$ cat config.mk
export PLATFORM = sky130hd
export DESIGN_NAME = fsgd_ctrl
export DESIGN_NICKNAME = d
export VERILOG_FILES = /design/src/rtl/fsgd_pkg.sv /design/src/rtl/fsgd_ctrl.sv
export SDC_FILE = /design/constraint.sdc
export NUM_CORES = 1
export LEC_CHECK = 0
export BUFFER_PORTS_ARGS = -buffer_cell sky130_fd_sc_hd__buf_2
export CORE_AREA = 2 2 39 41
export CTS_CLUSTER_SIZE = 30
export DETAILED_ROUTE_END_ITERATION = 16
export DIE_AREA = 0 0 41 43
export GPL_TIMING_DRIVEN = 0
export MAX_ROUTING_LAYER = met4
export PLACE_DENSITY = 0.62
export SYNTH_ARGS = -nofsm -noshare
export SYNTH_HDL_FRONTEND = slang
export SYNTH_SLANG_ARGS = --single-unit
$ cat constraint.sdc
create_clock -name clk -period 1.3 [get_ports clk]
set_input_delay 0.065 -clock clk [delete_from_list [all_inputs] [get_ports clk]]
set_output_delay 0.065 -clock clk [all_outputs]
set_load 0.1 [all_outputs]
$ cat src/rtl/fsgd_pkg.sv
package fsgd_pkg;

    // Header limits and protocol number
    localparam int unsigned MIN_HEADER_BYTES = 20;
    localparam logic [3:0]  MIN_HEADER_WORDS = 4'(MIN_HEADER_BYTES / 4);
    localparam logic [7:0]  TCP_PROTOCOL     = 8'h06;

    // Stream widths
    localparam int unsigned S_DATA_W = 144;
    localparam int unsigned M_DATA_W = 72;
    localparam int unsigned KEY_W    = 96;

    // Result kinds
    typedef enum logic [2:0] {
        KIND_LOST    = 3'd0,
        KIND_OK      = 3'd1,
        KIND_BAD_IP  = 3'd2,
        KIND_BAD_TCP = 3'd3,
        KIND_NOT_TCP = 3'd4,
        KIND_FULL    = 3'd5
    } kind_t;

    // Input beat, last field listed here in the lowest bits
    typedef struct packed {
        logic [31:0] packet_seq;
        logic [15:0] dest_port;
        logic [15:0] source_port;
        logic [31:0] dest_addr;
        logic [31:0] source_addr;
        logic [3:0]  tcp_offset_words;
        logic [7:0]  ip_protocol;
        logic [3:0]  ip_header_words;
    } in_beat_t;

    // Output beat payload, last field listed here in the lowest bits
    typedef struct packed {
        logic [6:0]  pad;
        logic        truncated;
        logic [31:0] sender_addr;
        logic [31:0] lost_seq;
    } out_beat_t;

    // Controller to datapath
    typedef struct packed {
        logic load;
        logic scan;
        logic resolve;
        logic commit;
        logic emit_lost;
        logic emit_status;
    } cmd_t;

    // Datapath to controller
    typedef struct packed {
        logic tcp_ok;
        logic hit;
        logic miss;
        logic table_full;
        logic cnt_zero;
        logic out_free;
    } status_t;

endpackage

$ cat src/rtl/fsgd_ctrl.sv
module fsgd_ctrl (
    input  logic              clk,
    input  logic              rst_n,
    input  logic              s_tvalid,
    output logic              s_tready,
    input  fsgd_pkg::status_t st,
    output fsgd_pkg::cmd_t    cmd
);
    import fsgd_pkg::*;

    typedef enum logic [5:0] {
        ST_IDLE   = 6'b000001,
        ST_SCAN   = 6'b000010,
        ST_COMMIT = 6'b000100,
        ST_LOST   = 6'b001000,
        ST_STATUS = 6'b010000,
        ST_SPARE  = 6'b100000
    } state_t;

    state_t state_reg;
    state_t state_next;

    // Sequence one packet at a time through lookup, update and reporting
    always_comb
    begin
        state_next = state_reg;
        cmd        = '0;
        s_tready   = 1'b0;
        case (state_reg)
            ST_IDLE:
            begin
                s_tready = 1'b1;
                if (s_tvalid)
                begin
                    cmd.load   = 1'b1;
                    state_next = ST_SCAN;
                end
            end
            ST_SCAN:
            begin
                cmd.scan = 1'b1;
                if (!st.tcp_ok)
                begin
                    state_next = ST_STATUS;
                end
                else if (st.hit)
                begin
                    cmd.resolve = 1'b1;
                    state_next  = ST_COMMIT;
                end
                else if (st.miss)
                begin
                    cmd.resolve = 1'b1;
                    state_next  = st.table_full ? ST_STATUS : ST_COMMIT;
                end
            end
            ST_COMMIT:
            begin
                cmd.commit = 1'b1;
                state_next = ST_LOST;
            end
            ST_LOST:
            begin
                if (st.cnt_zero)
                begin
                    state_next = ST_STATUS;
                end
                else if (st.out_free)
                begin
                    cmd.emit_lost = 1'b1;
                end
            end
            ST_STATUS:
            begin
                if (st.out_free)
                begin
                    cmd.emit_status = 1'b1;
                    state_next      = ST_IDLE;
                end
            end
            default:
            begin
                state_next = ST_IDLE;
            end
        endcase
    end

    always_ff @(posedge clk or negedge rst_n)
    begin
        if (!rst_n)
        begin
            state_reg <= ST_IDLE;
        end
        else
        begin
            state_reg <= state_next;
        end
    end

endmodule

==> results.yml, run 1 <==
status:
  status: "finished, violations left"
  violations: "negative setup slack"
critical_path:
  crit_chain: "nor2_4 -> and3_4 -> and2_4 -> buf_12"
  endpoint_kind: "primary output"
  crit_fanout: 4
  criticalPathCategory: "reg -> out"
  crit_buf_inv: 1
  path_delay_family: "simple AND/OR/NAND/NOR gates"
  startpoint_type: "flop"
  slowest_delay_ps: 430
  critical_path_required_ps: 1240
  cp_slowest_cell: "dfrtp_2"
  arrival_ps: 1410
power:
  clkPwrFrac: 0.093
  p_switching_uw: 998
  intPower_uw: 972
  vdd_drop_max_uv: 1220
  leakage_uw: 0.000340
  comb_power_share: 0.742
  p_seq_frac: 0.165
  p_per_area_nw_per_um2: 2450
  switching_share: 0.506
timing:
  finalHoldViolCount: 0
  min_period_ps: 1480
  slew_viol_final: 0
  max_freq_ghz: 0.676
  setup_ws_ps: -180
  setup-tns-final_ps: -1160
  fin_skew_ps: 4.20
  tightestPinTransition_ps: 355
  slew_headroom: 0.761
  rsz0062_at_grt: "true"
  fin_crit_sh: 1.14
  setup_viol: 10
global_route:
  grt_pass1_wl_mm: 2.04
  antenna_found_initial: 0
  track_usage: 0.181
  grt_max_degree: 11
  overflow: 0
  grt_pass1_vias: 473
finish:
  drive_above_1_share: 0.724
  finalCoreUtilization: 0.582
  largest_reg_flops: 5
  antenna_cells: 0
  layout.cells.non_filler: 92
  syn_to_final_growth_pct: 122
  nNetsFinal: 86
synth:
  syn_nets: 53
  yosysTopAreaCellShare: 0.276
  ys_dominant_reg_cell: "dfrtp_1"
  mappedNetlistArea_um2: 363
  synth_warnings: 0
  synth_cell_types: 26
  ys_seq_area_frac: 0.348
  syn-mean-instance-area_um2: 8.25
  synth_cells: 44
  synthTopCellsByArea: "dfrtp_1 28%, dfstp_2 7.2%, nor2_1 7.2%, nand4_2 6.9%, nand4b_1 4.8%"
  async_flop_share: 1.00
  synth_top_area_cell: "dfrtp_1"
  synth.most_common_cell: "nor2_1"
  synth_edf_count: 0
  synth.ff_latch_count: 5
  yosys-top-cells-count: "7 x nor2_1, 4 x dfrtp_1, 3 x inv_1, 3 x o21ai_0"
drt:
  drtAntennaViolNets: 0
  drt-pass1-iter-count: 4
  drc_errors: 0
  wl_mm: 1.33
  via_per_inst: 5.09
  wire_per_inst_um: 14.4
  drt_iter0_drc: 3
  dr_total_vias: 468
floorplan:
  die_height_um: 43
  io_pins: 16
  die_width_um: 41
  rows: 14
  coreArea_um2: 1380
  die_area_um2: 1760
  start_util: 0.262
placed_design:
  dp.cells: 75
  place.gp.congestion: 0.790
  pre_cts_slack_ps: -224
  dp_hpwl_um: 675
  numPortBuffers: 15
run:
  maxCapViolations: 0
clocking:
  cts-root-buf: "clkbuf_4"
  cts_tree: "built"
  clk_latency_ps: 250
  clockBufferDepth: 2
  numCtsBuffers: 3
  cts_max_level: 1
  clk_pin_slew_ps: 50
  numClockSinks: 5
worst_hold_path:
  min-delay-path-class: "in -> async"
[worst paths after layout]
path	cells past startpoint	endpoint	startpoint	slack (ps)
max	4	cmd[5]	state_reg[2]	-180
min reg2reg	2	state_reg[0]	state_reg[0]	700
min	2	state_reg[3]	rst_n	160
max reg2reg	5	state_reg[4]	state_reg[0]	-160
min in group clk	3	state_reg[2]	st[5]	170
max in group asynchronous	2	state_reg[0]	rst_n	920
[what timing repair did]
action	4_1_cts	5_1_grt
endpoints found under the hold margin	5	0
gates resized for setup	40	7
setup buffers	8	5
endpoints found under the setup margin	10	11
pin swaps	8	6
hold buffers	1	0
[placed cells by master, fill, tap and decap left out, drive strengths merged]
cell         count
a21oi            1
a31oi            1
and2             1
and2b            1
and3             1
buf             28
clkbuf           4
clkinvlp         1
dfrtp            4
dfstp            1
dlygate4sd3      1
inv              2
nand2            1
nand2b           1
nand3            2
nand3b           2
nand4            3
nand4b           2
nor2             9
nor2b            1
nor3             1
nor4             1
o21ai            4
o31ai            1
or3              1
xor2             1
[per-stage QoR]
stage                     hold WS (ps)  instance area (um^2)  total power [uW]
final                              164                   806              1970
after global routing               183                   806              2060
after CTS                          153                   744              1770
after detailed placement          -118                   499              1190
after global placement            -120                   499              1180
after floorplan                   -231                   404              1050
[power by group through the flow]
stage	sequential, uW	clock, uW	combinational (uW)
2_1_floorplan	273	0	779
3_3_place_gp	297	0	884
3_5_place_dp	296	0	892
4_1_cts	325	188	1260
5_1_grt	331	202	1520
6_report	325	183	1460
[cell type report]
class | count | area (um^2)
multi-input combinational | 35 | 310
fill | 116 | 578
tap | 16 | 20.0
sequential | 5 | 131
timing repair buffer | 29 | 303
inverter | 3 | 15.0
clock buffer | 4 | 26.3
[routing by layer]
| layer | global-route usage | wire length, um | up-vias |
|---|---|---|---|
| li1 | - | - | 221 |
| met1 | 0.214 | 539 | 226 |
| met2 | 0.266 | 711 | 16 |
| met3 | 0.0628 | 49 | 5 |
| met4 | 0.0800 | 25 | 0 |
| met5 | - | 0 | - |
[kinds of logic after synthesis]
kind of cell,after synthesis,share of synthesized area
buf+inv,4,0.0448
flops,5,0.348
compound gates,7,0.121
simple gates,27,0.462
xor+xnor,1,0.0241
[worst reg2reg max path, stage by stage (launching register included)]
cell and delay (ps):
dfstp_2 630, nor2_4 70, nand4b_1 180, buf_4 170
nand4_4 120, o31ai_2 200
Note: power is estimated with default switching activity, not from simulation.
==> run 2, diff against run 1 <==
- SKIP_CTS_REPAIR_TIMING: default -> 1
==> results.yml, run 2 (synthesis gave the netlist of run 1 again) <==
status:
  status: "finished, violations left"
  violations: "negative setup slack"
clocking:
  numClockSinks: 5
  numCtsBuffers: 3
  cts-root-buf: "clkbuf_4"
  cts_tree: "built"
  clockBufferDepth: 2
  clk_pin_slew_ps: 40
  cts_max_level: 1
  clk_latency_ps: 250
timing:
  max_freq_ghz: 0.660
  slew_viol_final: 0
  fin_skew_ps: 4.02
  finalHoldViolCount: 0
  setup_ws_ps: -214
  fin_crit_sh: 1.16
  min_period_ps: 1510
  slew_headroom: 0.780
  rsz0062_at_grt: "true"
  tightestPinTransition_ps: 327
  setup_viol: 10
drt:
  drt_iter0_drc: 5
  drt-pass1-iter-count: 2
  wire_per_inst_um: 13.0
  dr_total_vias: 438
  drtAntennaViolNets: 0
  wl_mm: 1.16
  via_per_inst: 4.92
  drc_errors: 0
floorplan:
  io_pins: 16
  die_width_um: 41
  die_height_um: 43
  rows: 14
  die_area_um2: 1760
  coreArea_um2: 1380
  start_util: 0.262
critical_path:
  criticalPathCategory: "reg -> out"
  endpoint_kind: "primary output"
  critical_path_required_ps: 1240
  startpoint_type: "flop"
  crit_fanout: 7
  path_delay_family: "simple AND/OR/NAND/NOR gates"
  arrival_ps: 1450
  cp_slowest_cell: "dfrtp_2"
  cpMostUsedCell: "nor2_4"
  slowest_delay_ps: 460
  crit_buf_inv: 1
  crit_chain: "nor2_4 -> nand4b_1 -> nor2_4 -> buf_12"
global_route:
  track_usage: 0.130
  antenna_found_initial: 0
  met3_usage: 0.0628
  grt_max_degree: 11
  grt_use_met2: 0.169
  grt_pass1_vias: 344
  busiest_layer: "met2"
  grt_use_met1: 0.156
  overflow: 0
  grt_pass1_wl_mm: 1.44
run:
  maxCapViolations: 0
finish:
  largest_reg_flops: 5
  final_cell_mix: "10 x buf_4, 8 x buf_2, 6 x buf_12, 5 x nor2_4"
  multi_input_area_um2: 295
  layout.cells.non_filler: 89
  antenna_cells: 0
  nNetsFinal: 83
  fillers: 119
  final_common_cell: "buf_4"
  syn_to_final_growth_pct: 105
  register_area_um2: 130
  drive_above_1_share: 0.699
worst_hold_path:
  min-delay-path-class: "in -> reg"
power:
  p_per_area_nw_per_um2: 2340
  vdd_drop_max_uv: 1310
  leakage_uw: 0.000316
placed_design:
  dp.cells: 75
  dp_hpwl_um: 675
  place.gp.congestion: 0.790
  pre_cts_slack_ps: -224
  numPortBuffers: 15
run 2: cell count changes in the layout (fill, tap and decap cells not counted):
cell	previous run	this run
o21ai_0	2	3
o21ai_1	1	0
buf_12	7	6
nand3_2	0	2
dfrtp_2	4	3
nand3_4	2	0
dfrtp_1	0	1
buf_6	4	1
buf_4	9	10
run 2: metal layers:
layer / vias up / part of all wire
met2: 12 / 0.52
met5: - / 0
met1: 205 / 0.43
li1: 218 / -
met4: 0 / 0.0095
met3: 3 / 0.037
run 2: path summary, 6_finish.rpt:
check,startpoint,to,slack [ps],cells after the start
setup / recovery,state_reg[1],cmd[1],-210,4
hold / removal,st[5],state_reg[2],150,3
setup reg to reg,state_reg[0],state_reg[4],-160,5
hold reg to reg,state_reg[2],state_reg[4],650,2
max in group asynchronous,rst_n,state_reg[0],920,2
min in group asynchronous,rst_n,state_reg[4],160,2
run 2: layout make-up:
cell class / instances / area share
Multi-Input combinational cell: 35 / 0.397
Timing Repair Buffer: 25 / 0.335
Sequential cell: 5 / 0.175
Clock buffer: 4 / 0.0354
Tap cell: 16 / 0.0269
Inverter: 3 / 0.0202
Buffer: 1 / 0.0101
run 2: worst reg2reg max path, cell delays in order (launching register included):
cell and delay [ps]:
dfstp_2 630, nor2_4 90, nand4b_1 200, buf_4 160, nand4_4 90, o31ai_2 200
run 2: metrics by stage:
step,instance area [um^2],power [uW],utilization,hold slack (ps),TNS (ps)
6_report,743,1740,0.537,153,-1410
5_1_grt,743,1830,0.537,176,-2110
4_1_cts,526,1380,0.380,-382,-3100
3_5_place_dp,499,1190,0.361,-118,-1120
3_3_place_gp,499,1180,0.361,-120,-1220
2_1_floorplan,404,1050,-,-231,-1020
run 2: report_power, final:
group	internal [uW]	switching (uW)	total, uW
combinational	498	748	1250
clock	116	66.8	183
sequential	220	92.0	312
total	835	906	1740
==> run 3, diff against run 2 <==
- PLACE_DENSITY: 0.62 -> 0.6
- clock period: 1.3 -> 1.5 ns (I/O delays scaled with it)
==> results.yml, run 3 (synthesis gave the netlist of run 1 again) <==
status:
  status: "finished, violations left"
  violations: "negative setup slack"
drt:
  drt-pass1-iter-count: 4
  wire_per_inst_um: 12.1
  via_per_inst: 4.81
  drc_errors: 0
  drtAntennaViolNets: 0
  dr_total_vias: 414
  drt_iter0_drc: 5
  wl_mm: 1.04
placed_design:
  dp_hpwl_um: 706
  place.gp.congestion: 0.771
  numPortBuffers: 15
  place_area_um2: 495
clocking:
  numClockSinks: 5
  clockBufferDepth: 2
  cts-root-buf: "clkbuf_4"
  clk_latency_ps: 250
  cts_max_level: 1
  clk_pin_slew_ps: 50
  cts_tree: "built"
  numCtsBuffers: 3
critical_path:
  crit_chain: "nor2_4 -> nand4b_1 -> nor2_4 -> buf_12"
  r2r-start: "state_reg[0]"
  crit_fanout: 5
  r2r_cells: 5
  r2r-end: "state_reg[4]"
  rrSetupSlack_ps: 60
  slowest_delay_ps: 440
  cpMostUsedCell: "nor2_4"
  arrival_ps: 1480
  critical_path_required_ps: 1420
  path_delay_family: "simple AND/OR/NAND/NOR gates"
  cp_slowest_cell: "dfrtp_2"
  endpoint_kind: "primary output"
  crit_buf_inv: 1
  startpoint_type: "flop"
  cp.depth: 4
  criticalPathCategory: "reg -> out"
timing:
  rsz0062_at_grt: "true"
  slew_viol_final: 0
  holdWs_ps: 139
  tightestPinTransition_ps: 317
  setup_viol: 2
  setup-tns-final_ps: -89.0
  max_freq_ghz: 0.642
  min_period_ps: 1560
  slew_headroom: 0.787
  setup_ws_ps: -58.1
  finalHoldViolCount: 0
  fin_skew_ps: 4.82
  fin_crit_sh: 1.04
power:
  leakage_uw: 0.000311
  switching_share: 0.528
  p_switching_uw: 747
  comb_power_share: 0.705
  vdd_drop_max_uv: 1180
  p_seq_frac: 0.183
  clkPwrFrac: 0.112
  intPower_uw: 668
  p_per_area_nw_per_um2: 2070
  power_uw: 1420
worst_hold_path:
  hold_path_startpoint: "st[5]"
  min-delay-path-class: "in -> reg"
  hold_path_end: "state_reg[2]"
  whs_path_depth: 3
global_route:
  track_usage: 0.135
  grt_pass1_vias: 357
  grt_max_degree: 11
  overflow: 0
  antenna_found_initial: 0
  grt_pass1_wl_mm: 1.55
finish:
  drive_above_1_share: 0.586
  final_cell_mix: "8 x buf_2, 7 x buf_4, 5 x nor2_4, 4 x clkbuf_4, 4 x buf_12"
  final_cell_area_um2: 683
  final_common_cell: "buf_2"
  syn_to_final_growth_pct: 88.3
  largest_reg_flops: 5
  nNetsFinal: 80
  finalCoreUtilization: 0.494
  antenna_cells: 0
floorplan:
  start_util: 0.262
  die_height_um: 43
  die_width_um: 41
  die_area_um2: 1760
  coreArea_um2: 1380
  io_pins: 16
  rows: 14
run:
  maxCapViolations: 0
==> run 3: cell types whose count changed in the layout (fill, tap and decap cells not counted), sizes merged <==
cell      previous run  this run
clkinvlp             1         0
buf                 25        21
clkinv               0         1
inv                  2         3
==> run 3: worst reg2reg max path: cells and delay by family, from the launching register on <==
kind	cells	cell delay, ps
flops	1	620
simple gates	3	370
compound gates	1	190
buf+inv	1	170
==> run 3: how the worst max path moves through the flow <==
stage,start,to
global placement,state_reg[1],cmd[1]
global route,state_reg[1],cmd[1]
detailed placement,state_reg[1],cmd[1]
CTS,state_reg[1],cmd[1]
floorplan,state_reg[1],cmd[2]
finish,state_reg[1],cmd[1]
==> run 3: cell type report <==
| class | count | area, um^2 |
|---|---|---|
| Timing Repair Buffer | 22 | 213 |
| Tap cell | 16 | 20.0 |
| Sequential cell | 5 | 128 |
| Multi-Input combinational cell | 35 | 277 |
| Buffer | 1 | 7.51 |
| Clock inverter | 1 | 5.00 |
| Inverter | 3 | 11.3 |
| Clock buffer | 3 | 22.5 |
| Fill cell | 128 | 701 |
==> run 3: power groups by stage <==
stage | clock (uW) | combinational (uW) | sequential, uW
3_3_place_gp | 0 | 761 | 257
4_1_cts | 165 | 766 | 255
3_5_place_dp | 0 | 764 | 257
2_1_floorplan | 0 | 669 | 237
5_1_grt | 178 | 1060 | 264
6_report | 159 | 998 | 258
==> run 3: metal layers <==
metal	vias to the layer above	wire length, um	share of wire	track usage
met1	185	421	0.40	0.189
met4	0	21	0.020	0.0667
met5	-	0	0	-
met3	2	55	0.053	0.0628
li1	212	-	-	-
met2	15	541	0.52	0.159
==> run 3: through the flow <==
stage                     cells  worst slack, ps
after floorplan              44             -117
after CTS                    79             -346
after detailed placement     75            -71.7
after global routing         86             -134
after global placement       75            -57.6
final                        86            -58.1
